<file path="src/hw/rtl/mexp_pkg.sv">
`default_nettype none

package mexp_pkg;

  // fixed field widths of the channels and the register port
  localparam int FIELD_W   = 32;
  localparam int DATA_W    = 32;
  localparam int ADDR_W    = 3;
  localparam int WIDTH_DEF = 32;

  // register index, taken from paddr[2]
  localparam logic REG_EXPONENT = 1'b0;
  localparam logic REG_MODULUS  = 1'b1;

  typedef enum logic [2:0] {
    ST_IDLE,
    ST_REDUCE,
    ST_CHECK,
    ST_MUL_R,
    ST_SQR,
    ST_FINISH
  } state_t;

  // commands from the controller to the datapath
  typedef struct packed {
    logic load;       // capture operands, start base reduction
    logic red_step;   // one bit of base mod m
    logic mul_load;   // start a modular multiply
    logic mul_sq;     // multiply operand select: 1 squares b, 0 takes r * b
    logic mul_step;   // one bit of the shift-and-add multiply
    logic wb_r;       // product to r
    logic wb_b;       // product to b
    logic shift_e;    // next exponent bit
  } cmd_t;

  // status from the datapath to the controller
  typedef struct packed {
    logic mod_zero;
    logic red_done;
    logic mul_done;
    logic e_zero;
    logic e_bit0;
    logic e_last;
  } status_t;

endpackage

`default_nettype wire

</file>
<file path="src/hw/rtl/mexp_if.sv">
`default_nettype none

// input channel: one base word per handshake
interface mexp_in_if;
  logic                          valid;
  logic                          ready;
  logic [mexp_pkg::FIELD_W-1:0]  base_value;

  modport source (output valid, output base_value, input ready);
  modport sink   (input valid, input base_value, output ready);
endinterface

// result channel: one result word per handshake
interface mexp_out_if;
  logic                          valid;
  logic                          ready;
  logic [mexp_pkg::FIELD_W-1:0]  power_result;
  logic                          modulus_error;

  modport source (output valid, output power_result, output modulus_error, input ready);
  modport sink   (input valid, input power_result, input modulus_error, output ready);
endinterface

`default_nettype wire

</file>
<file path="src/hw/rtl/mexp_datapath.sv">
`default_nettype none

module mexp_datapath #(
  parameter int WIDTH = mexp_pkg::WIDTH_DEF
) (
  input  wire logic              clk,
  input  wire mexp_pkg::cmd_t    cmd,
  input  wire logic [WIDTH-1:0]  base,
  input  wire logic [WIDTH-1:0]  exponent,
  input  wire logic [WIDTH-1:0]  modulus,
  output mexp_pkg::status_t      status,
  output logic [WIDTH-1:0]       result,
  output logic                   mod_err
);

  localparam int CNT_W = $clog2(WIDTH + 1);

  logic [WIDTH-1:0] m_r, e_r, b_r, r_r, src_r, acc_r, x_r, y_r;
  logic [CNT_W-1:0] cnt_r;

  logic [WIDTH:0]   red_t, red_v;
  logic [WIDTH:0]   acc_s, acc_v;
  logic [WIDTH:0]   dbl_s, dbl_v;
  logic [WIDTH:0]   m_ext;

  // operands below m, so one compare and subtract keeps each sum reduced
  always_comb begin
    m_ext = {1'b0, m_r};
    red_t = {b_r, src_r[WIDTH-1]};
    red_v = (red_t >= m_ext) ? red_t - m_ext : red_t;
    acc_s = {1'b0, acc_r} + {1'b0, x_r};
    acc_v = (acc_s >= m_ext) ? acc_s - m_ext : acc_s;
    dbl_s = {x_r, 1'b0};
    dbl_v = (dbl_s >= m_ext) ? dbl_s - m_ext : dbl_s;
  end

  always_ff @(posedge clk) begin
    if (cmd.load) begin
      m_r   <= modulus;
      e_r   <= exponent;
      src_r <= base;
      b_r   <= '0;
      cnt_r <= CNT_W'(WIDTH);
      r_r   <= (modulus == WIDTH'(1)) ? '0 : WIDTH'(1);
    end else if (cmd.red_step) begin
      b_r   <= red_v[WIDTH-1:0];
      src_r <= src_r << 1;
      cnt_r <= cnt_r - CNT_W'(1);
    end
    if (cmd.mul_load) begin
      x_r   <= b_r;
      y_r   <= cmd.mul_sq ? b_r : r_r;
      acc_r <= '0;
    end else if (cmd.mul_step) begin
      if (y_r[0]) begin
        acc_r <= acc_v[WIDTH-1:0];
      end
      x_r <= dbl_v[WIDTH-1:0];
      y_r <= y_r >> 1;
    end
    if (cmd.wb_r) begin
      r_r <= acc_r;
    end
    if (cmd.wb_b) begin
      b_r <= acc_r;
    end
    if (cmd.shift_e) begin
      e_r <= e_r >> 1;
    end
  end

  always_comb begin
    status.mod_zero = (m_r == '0);
    status.red_done = (cnt_r == '0);
    status.mul_done = (y_r == '0);
    status.e_zero   = (e_r == '0);
    status.e_bit0   = e_r[0];
    status.e_last   = ((e_r >> 1) == '0);
  end

  assign mod_err = (m_r == '0);
  assign result  = mod_err ? '0 : r_r;

endmodule

`default_nettype wire

</file>
<file path="src/hw/rtl/mexp_ctrl.sv">
`default_nettype none

module mexp_ctrl (
  input  wire logic         clk,
  input  wire logic         rst_n,
  input  wire logic         in_valid,
  input  wire logic         out_free,
  input  wire mexp_pkg::status_t status,
  output logic              in_ready,
  output logic              emit,
  output mexp_pkg::cmd_t    cmd
);

  mexp_pkg::state_t state_r, state_nxt;

  always_ff @(posedge clk) begin
    if (!rst_n) begin
      state_r <= mexp_pkg::ST_IDLE;
    end else begin
      state_r <= state_nxt;
    end
  end

  // next state
  always_comb begin
    state_nxt = state_r;
    case (state_r)
      mexp_pkg::ST_IDLE: begin
        if (in_valid) state_nxt = mexp_pkg::ST_REDUCE;
      end
      mexp_pkg::ST_REDUCE: begin
        if (status.mod_zero)      state_nxt = mexp_pkg::ST_FINISH;
        else if (status.red_done) state_nxt = mexp_pkg::ST_CHECK;
      end
      mexp_pkg::ST_CHECK: begin
        if (status.e_zero)       state_nxt = mexp_pkg::ST_FINISH;
        else if (status.e_bit0)  state_nxt = mexp_pkg::ST_MUL_R;
        else                     state_nxt = mexp_pkg::ST_SQR;
      end
      mexp_pkg::ST_MUL_R: begin
        if (status.mul_done) begin
          state_nxt = status.e_last ? mexp_pkg::ST_FINISH : mexp_pkg::ST_SQR;
        end
      end
      mexp_pkg::ST_SQR: begin
        if (status.mul_done) state_nxt = mexp_pkg::ST_CHECK;
      end
      mexp_pkg::ST_FINISH: begin
        if (out_free) state_nxt = mexp_pkg::ST_IDLE;
      end
      default: state_nxt = mexp_pkg::ST_IDLE;
    endcase
  end

  // outputs
  always_comb begin
    cmd      = '0;
    in_ready = 1'b0;
    emit     = 1'b0;
    case (state_r)
      mexp_pkg::ST_IDLE: begin
        in_ready = 1'b1;
        cmd.load = in_valid;
      end
      mexp_pkg::ST_REDUCE: begin
        cmd.red_step = !status.mod_zero && !status.red_done;
      end
      mexp_pkg::ST_CHECK: begin
        if (!status.e_zero) begin
          cmd.mul_load = 1'b1;
          cmd.mul_sq   = !status.e_bit0;
          cmd.shift_e  = !status.e_bit0;
        end
      end
      mexp_pkg::ST_MUL_R: begin
        if (status.mul_done) begin
          cmd.wb_r     = 1'b1;
          cmd.shift_e  = 1'b1;
          cmd.mul_load = !status.e_last;
          cmd.mul_sq   = 1'b1;
        end else begin
          cmd.mul_step = 1'b1;
        end
      end
      mexp_pkg::ST_SQR: begin
        if (status.mul_done) cmd.wb_b = 1'b1;
        else                 cmd.mul_step = 1'b1;
      end
      mexp_pkg::ST_FINISH: begin
        emit = out_free;
      end
      default: begin
        cmd = '0;
      end
    endcase
  end

endmodule

`default_nettype wire

</file>
<file path="src/hw/rtl/modular_exponentiation_core.sv">
`default_nettype none

// modular exponentiation core: base^exponent mod modulus, right-to-left binary
// channels:
//   in_ch  - one base word per handshake (valid/ready)
//   out_ch - one result word per handshake: power_result, modulus_error
//   apb    - exponent at byte 0, modulus at byte 4; both read back, reset value 1
// write the registers only while the core is idle; each item uses the values
// captured when the item is taken
// sequence per item, paced by the single shift-and-add modular multiplier that
// handles one multiplier bit per cycle:
//   the base is reduced mod m right after it is taken
//   per exponent bit: a check state, a multiply into r on a set bit, then a
//   squaring (skipped after the top bit), each running until its multiplier bits are used up
//   with m == 0 the reduction is skipped and the item goes straight to the end
// one item in flight at a time; in_ch.ready is high only while idle
// the result sits in an output register, so the next base is taken while the
// receiver stalls; the core then waits at the end of that item until the
// register frees up
// reset (rst_n low, synchronous) drops out valid, idles the sequencer and sets
// both registers to 1
// modulus 0 returns modulus_error = 1 with power_result = 0

module modular_exponentiation_core #(
  parameter int WIDTH = mexp_pkg::WIDTH_DEF
) (
  input  wire logic                        clk,
  input  wire logic                        rst_n,
  mexp_in_if.sink                          in_ch,
  mexp_out_if.source                       out_ch,
  input  wire logic                        psel,
  input  wire logic                        penable,
  input  wire logic                        pwrite,
  input  wire logic [mexp_pkg::ADDR_W-1:0] paddr,
  input  wire logic [mexp_pkg::DATA_W-1:0] pwdata,
  output logic      [mexp_pkg::DATA_W-1:0] prdata,
  output logic                             pready
);

  // configuration registers, kept at the operand width
  logic [WIDTH-1:0] exp_r, mod_r;
  logic             cfg_wr;

  assign pready = 1'b1;
  assign cfg_wr = psel && penable && pwrite && pready;

  always_ff @(posedge clk) begin
    if (!rst_n) begin
      exp_r <= WIDTH'(1);
      mod_r <= WIDTH'(1);
    end else if (cfg_wr) begin
      if (paddr[2] == mexp_pkg::REG_EXPONENT) exp_r <= WIDTH'(pwdata);
      else                                    mod_r <= WIDTH'(pwdata);
    end
  end

  assign prdata = (paddr[2] == mexp_pkg::REG_MODULUS) ? mexp_pkg::DATA_W'(mod_r)
                                                       : mexp_pkg::DATA_W'(exp_r);

  // sequencer and datapath
  mexp_pkg::cmd_t    cmd;
  mexp_pkg::status_t status;
  logic              emit;
  logic              out_free;
  logic [WIDTH-1:0]  dp_result;
  logic              dp_err;

  mexp_ctrl u_ctrl (
    .clk      (clk),
    .rst_n    (rst_n),
    .in_valid (in_ch.valid),
    .out_free (out_free),
    .status   (status),
    .in_ready (in_ch.ready),
    .emit     (emit),
    .cmd      (cmd)
  );

  mexp_datapath #(
    .WIDTH (WIDTH)
  ) u_dp (
    .clk      (clk),
    .cmd      (cmd),
    .base     (WIDTH'(in_ch.base_value)),
    .exponent (exp_r),
    .modulus  (mod_r),
    .status   (status),
    .result   (dp_result),
    .mod_err  (dp_err)
  );

  // output register: free when empty or being taken this cycle
  logic                           out_valid_r;
  logic [mexp_pkg::FIELD_W-1:0]   out_result_r;
  logic                           out_err_r;

  assign out_free = !out_valid_r || out_ch.ready;

  always_ff @(posedge clk) begin
    if (!rst_n) begin
      out_valid_r <= 1'b0;
    end else if (emit) begin
      out_valid_r <= 1'b1;
    end else if (out_ch.ready) begin
      out_valid_r <= 1'b0;
    end
  end

  always_ff @(posedge clk) begin
    if (emit) begin
      out_result_r <= mexp_pkg::FIELD_W'(dp_result);
      out_err_r    <= dp_err;
    end
  end

  assign out_ch.valid         = out_valid_r;
  assign out_ch.power_result  = out_result_r;
  assign out_ch.modulus_error = out_err_r;

endmodule

`default_nettype wire

</file>
<file path="src/flat_wrapper.sv">
// flat-port wrapper written by rule: the top's interface ports become plain ports
module modular_exponentiation_core_flat 
#(
  parameter int WIDTH = mexp_pkg::WIDTH_DEF
)
  (clk, rst_n, psel, penable, pwrite, paddr, pwdata, prdata, pready, in_ch_valid, in_ch_base_value, in_ch_ready, out_ch_valid, out_ch_power_result, out_ch_modulus_error, out_ch_ready);
  mexp_in_if in_ch_i ();
  mexp_out_if out_ch_i ();
  input  wire logic clk;
  input  wire logic rst_n;
  input  wire logic psel;
  input  wire logic penable;
  input  wire logic pwrite;
  input  wire logic [mexp_pkg::ADDR_W-1:0] paddr;
  input  wire logic [mexp_pkg::DATA_W-1:0] pwdata;
  output logic      [mexp_pkg::DATA_W-1:0] prdata;
  output logic pready;
  input wire logic [$bits(in_ch_i.valid)-1:0] in_ch_valid;
  input wire logic [$bits(in_ch_i.base_value)-1:0] in_ch_base_value;
  output wire logic [$bits(in_ch_i.ready)-1:0] in_ch_ready;
  output wire logic [$bits(out_ch_i.valid)-1:0] out_ch_valid;
  output wire logic [$bits(out_ch_i.power_result)-1:0] out_ch_power_result;
  output wire logic [$bits(out_ch_i.modulus_error)-1:0] out_ch_modulus_error;
  input wire logic [$bits(out_ch_i.ready)-1:0] out_ch_ready;
  assign in_ch_i.valid = in_ch_valid;
  assign in_ch_i.base_value = in_ch_base_value;
  assign in_ch_ready = in_ch_i.ready;
  assign out_ch_valid = out_ch_i.valid;
  assign out_ch_power_result = out_ch_i.power_result;
  assign out_ch_modulus_error = out_ch_i.modulus_error;
  assign out_ch_i.ready = out_ch_ready;
  modular_exponentiation_core #(.WIDTH(WIDTH)) u_core (.clk(clk), .rst_n(rst_n), .in_ch(in_ch_i), .out_ch(out_ch_i), .psel(psel), .penable(penable), .pwrite(pwrite), .paddr(paddr), .pwdata(pwdata), .prdata(prdata), .pready(pready));
endmodule
</file>
<file path="config.mk">
export PLATFORM = sky130hd
export DESIGN_NAME = modular_exponentiation_core_flat
export DESIGN_NICKNAME = d
export VERILOG_FILES = /design/src/hw/rtl/mexp_pkg.sv /design/src/hw/rtl/mexp_if.sv /design/src/hw/rtl/mexp_datapath.sv /design/src/hw/rtl/mexp_ctrl.sv /design/src/hw/rtl/modular_exponentiation_core.sv /design/src/flat_wrapper.sv
export SDC_FILE = /design/constraint.sdc
export NUM_CORES = 1
export LEC_CHECK = 0
export BUFFER_PORTS_ARGS = -buffer_cell sky130_fd_sc_hd__buf_2
export CAP_MARGIN = 30
export CORE_UTILIZATION = 25
export DETAILED_ROUTE_END_ITERATION = 6
export REMOVE_ABC_BUFFERS = 1
export SYNTH_ARGS = -nofsm -noshare
export SYNTH_HDL_FRONTEND = slang
export SYNTH_SLANG_ARGS = --single-unit
</file>
<file path="constraint.sdc">
create_clock -name clk -period 9 [get_ports clk]
set_clock_uncertainty 0.15 [all_clocks]
set_input_delay 0.9 -clock clk [delete_from_list [all_inputs] [get_ports clk]]
set_output_delay 0.9 -clock clk [all_outputs]
set_load 0.1 [all_outputs]
</file>
==> flow_summary.ini <==
[timing]
worst_slack_ns = 2.579
max_freq_ghz = 0.1557
relSlewSlack_pct = 34.67
tns_ns = 0
rsz0062_at_grt = no
finalSetupViolCount = 0
final-hold-violation-count = 0
period_needed_ns = 6.421
worst_pin_slew_ns = 0.9800
fin_crit_sh_pct = 71.35
drv_slew = 0

[global_routing]
grt.overflow.total = 0
grt_max_degree = 71
grt_pass1_wl_um = 98520
antenna_found_initial = 3
grt_pass1_vias = 16990
track_usage_pct = 13.85

[place]
place_ws_ns = 2.620
hpwl_um = 48570
post_dp_cell_area_sq_mm = 0.02436
portBuffers = 138
routabilityCongestion = 0.9318

[synth]
seq_area_frac_synth_pct = 43.82
yosysMostFrequentCell = nand2_1
synth_seq_cells = 363
postSynthCellCount = 2342
async_reset_ff_share_pct = 0
yosys-top-cells-area = edfxtp_1, dfxtp_1, ha_1
synth_top_area_share_pct = 34.27
synth_common_cells = nand2_1, edfxtp_1, a21oi_1, o21ai_0, ha_1
synth-edff-count = 256
synth_cell_type_count = 77
yosysTopAreaCell = edfxtp_1
ys.warnings.count = 0
ys.flop_type = edfxtp_1
postSynthAreaPerCell_sq_um = 9.578
syn-cell-area_sq_mm = 0.02243

[cells_and_area]
drive_gt1_share_pct = 12.90
fillerInstances = 9344
area_growth_pct = 14.87
postLayoutCoreUtil_pct = 29.07
finalNetCount = 2648
fin_area_sq_mm = 0.02577

[critical_path]
ff2ff_path_depth = 21
crit_arrival_ns = 6.71
worstReg2RegEnd = u_core.u_dp.acc_r[19]
cp_max_fo = 38
rr_startpoint = u_core.u_dp.x_r[0]
crit_path_top_delay_cell = a2111oi_0
max_stage_delay_ns = 0.73
worstSetupPathType = reg -> reg
cp-start-kind = flip-flop
rrSetupSlack_ns = 2.58
cp_cell_sequence = ha_1 -> fa_1 -> a211oi_1 -> o21ai_0 -> nand4b_1 -> nand2_1 -> or3_1 -> a31oi_1 -> o221ai_1 -> xor2_1 -> ha_1 -> a21o_1 -> a211o_1 -> a221oi_1 -> o221ai_1 -> a2111oi_0 -> o21ai_4 -> buf_4 -> nand2_1 -> o21ai_0 -> a21o_1
critical_path_required_ns = 9.29
critPathCaptureType = flip-flop

[min_path]
whs_endpoint = u_core.exp_r[29]
worst_hold_startpoint = u_core.exp_r[29]
hold_depth = 2
hold_path.class = reg -> reg

[clock_tree]
clock-root-buffer = clkbuf_16
clk_path_buf_depth = 3
hold_buffers = 0
cts_made_buffers = 43
post-cts-setup-buffers = 0
clk_pin_slew_ns = 0.07
cts_resized = 0
clock_sinks = 363
clk_latency_ns = 0.57
htree_levels = 2
cts_tree = yes

[job]
maxCapViolCount = 0

[drt]
via_per_inst = 4.847
drt-pass1-iter-count = 7
vias = 17630
detailedRoute.firstIterationViolations = 1305
wirelength_um = 63730
wl_per_cell_um = 17.52
drc = 3
ant_nets = 0

[power]
p_total_mw = 10.98
power_density_mw_per_mm2 = 426.2
peakVddDrop_mv = 0.2647
p_leak_nw = 10.45

[floorplanning]
rows = 109
die_area_sq_mm = 0.09093
start_util_pct = 25.30
ioPinCount = 142
floorplan.die.width_um = 301.5
die_y_um = 301.5
core_region_area_sq_mm = 0.08865

[status]
status = finished with violations
violations = DRC
per-stage QoR:
step	std cells	hold slack (ns)
2_1_floorplan	2238	0.2884
3_3_place_gp	3555	0.3179
3_5_place_dp	3559	0.3194
4_1_cts	3636	0.3295
5_1_grt	3638	0.3476
6_report	3638	0.3264
flip-flops by register name, summed over array words and instances (netlist names):
register,count
u_core.u_dp.acc_r,32
u_core.exp_r,32
u_core.out_ch.power_result,32
u_core.out_ch.valid,1
u_core.u_ctrl.state_r,3
u_core.u_dp.e_r,32
u_core.u_dp.r_r,32
u_core.u_dp.m_r,32
u_core.u_dp.y_r,32
u_core.out_ch.modulus_error,1
u_core.u_dp.b_r,32
u_core.u_dp.cnt_r,6
u_core.mod_r,32
u_core.u_dp.src_r,32
u_core.u_dp.x_r,32
worst max path at each step:
stage                                  endpoint  cells after the start                      from
after floorplan              u_core.u_dp.b_r[0]                      5  u_core.u_ctrl.state_r[0]
after global placement    u_core.u_dp.acc_r[19]                     21        u_core.u_dp.x_r[0]
after detailed placement  u_core.u_dp.acc_r[19]                     21        u_core.u_dp.x_r[0]
after CTS                 u_core.u_dp.acc_r[19]                     21        u_core.u_dp.x_r[0]
after global routing      u_core.u_dp.acc_r[19]                     21        u_core.u_dp.x_r[0]
final                     u_core.u_dp.acc_r[19]                     21        u_core.u_dp.x_r[0]
critical path: cells and delay by family (launching register included):
family / cells / cell delay [ns]
xor gates and xnor gates: 1 / 0.27
adders and majority gates: 3 / 0.99
and+or+nand+nor: 4 / 0.98
DFF: 1 / 0.45
AOI/OAI and AO/OA: 12 / 3.15
buffers and inverters: 1 / 0.30
cell type report:
class	count	area (sq um)	area share, %
clock buffers	48	1095	4.249
flip-flops and latches	363	9829	38.15
inverters	74	277.8	1.078
repair buffers	157	895.9	3.477
diodes	1	2.502	0.009712
clock inverters	29	294.0	1.141
well taps	1165	1458	5.657
multi-input cells	1801	11920	46.24
power breakdown:
group | total [mW] | switching, mW | internal, mW
clock | 1.76 | 0.733 | 1.02
sequential | 2.95 | 0.410 | 2.54
combinational | 6.28 | 3.70 | 2.57
placed cells by master (no fill, tap or decap), types with 8 or more instances in the layout:
cell / n
a22oi_1: 9
buf_4: 14
xor2_1: 41
and2_1: 39
a31oi_1: 15
clkinv_2: 8
nand3_1: 42
a21boi_0: 67
nand4_1: 27
a21o_1: 54
mux2i_1: 98
clkbuf_16: 43
nand2_1: 384
nor2b_1: 49
o211ai_1: 14
o21a_1: 8
nand2b_1: 14
a221oi_1: 9
inv_1: 73
a21oi_1: 156
o21bai_1: 18
dfxtp_1: 107
and3_1: 19
buf_2: 138
nor3_1: 32
a211oi_1: 21
or3_1: 9
edfxtp_1: 256
mux2_2: 63
ha_1: 130
o21ai_0: 145
nor2_1: 119
nor4_1: 37
xnor2_1: 74
cell families after synthesis:
kind of cell,synth area share (%)
adder cells (fa/ha/maj),7.608
AO/OA/AOI/OAI,16.43
other,0.01672
flip-flops,43.82
multiplexers,7.536
buffers and inverters,3.375
AND/OR/NAND/NOR,16.72
XOR/XNOR,4.490
layer usage:
layer,vias to the layer above,track usage [%],wire (um)
li1,8721,-,-
met1,8335,19.52,30360
met2,486,21.43,28000
met3,88,1.787,3318
met4,2,5.267,2038
met5,-,0,8
No activity file was read; power rests on OpenSTA's default activity.
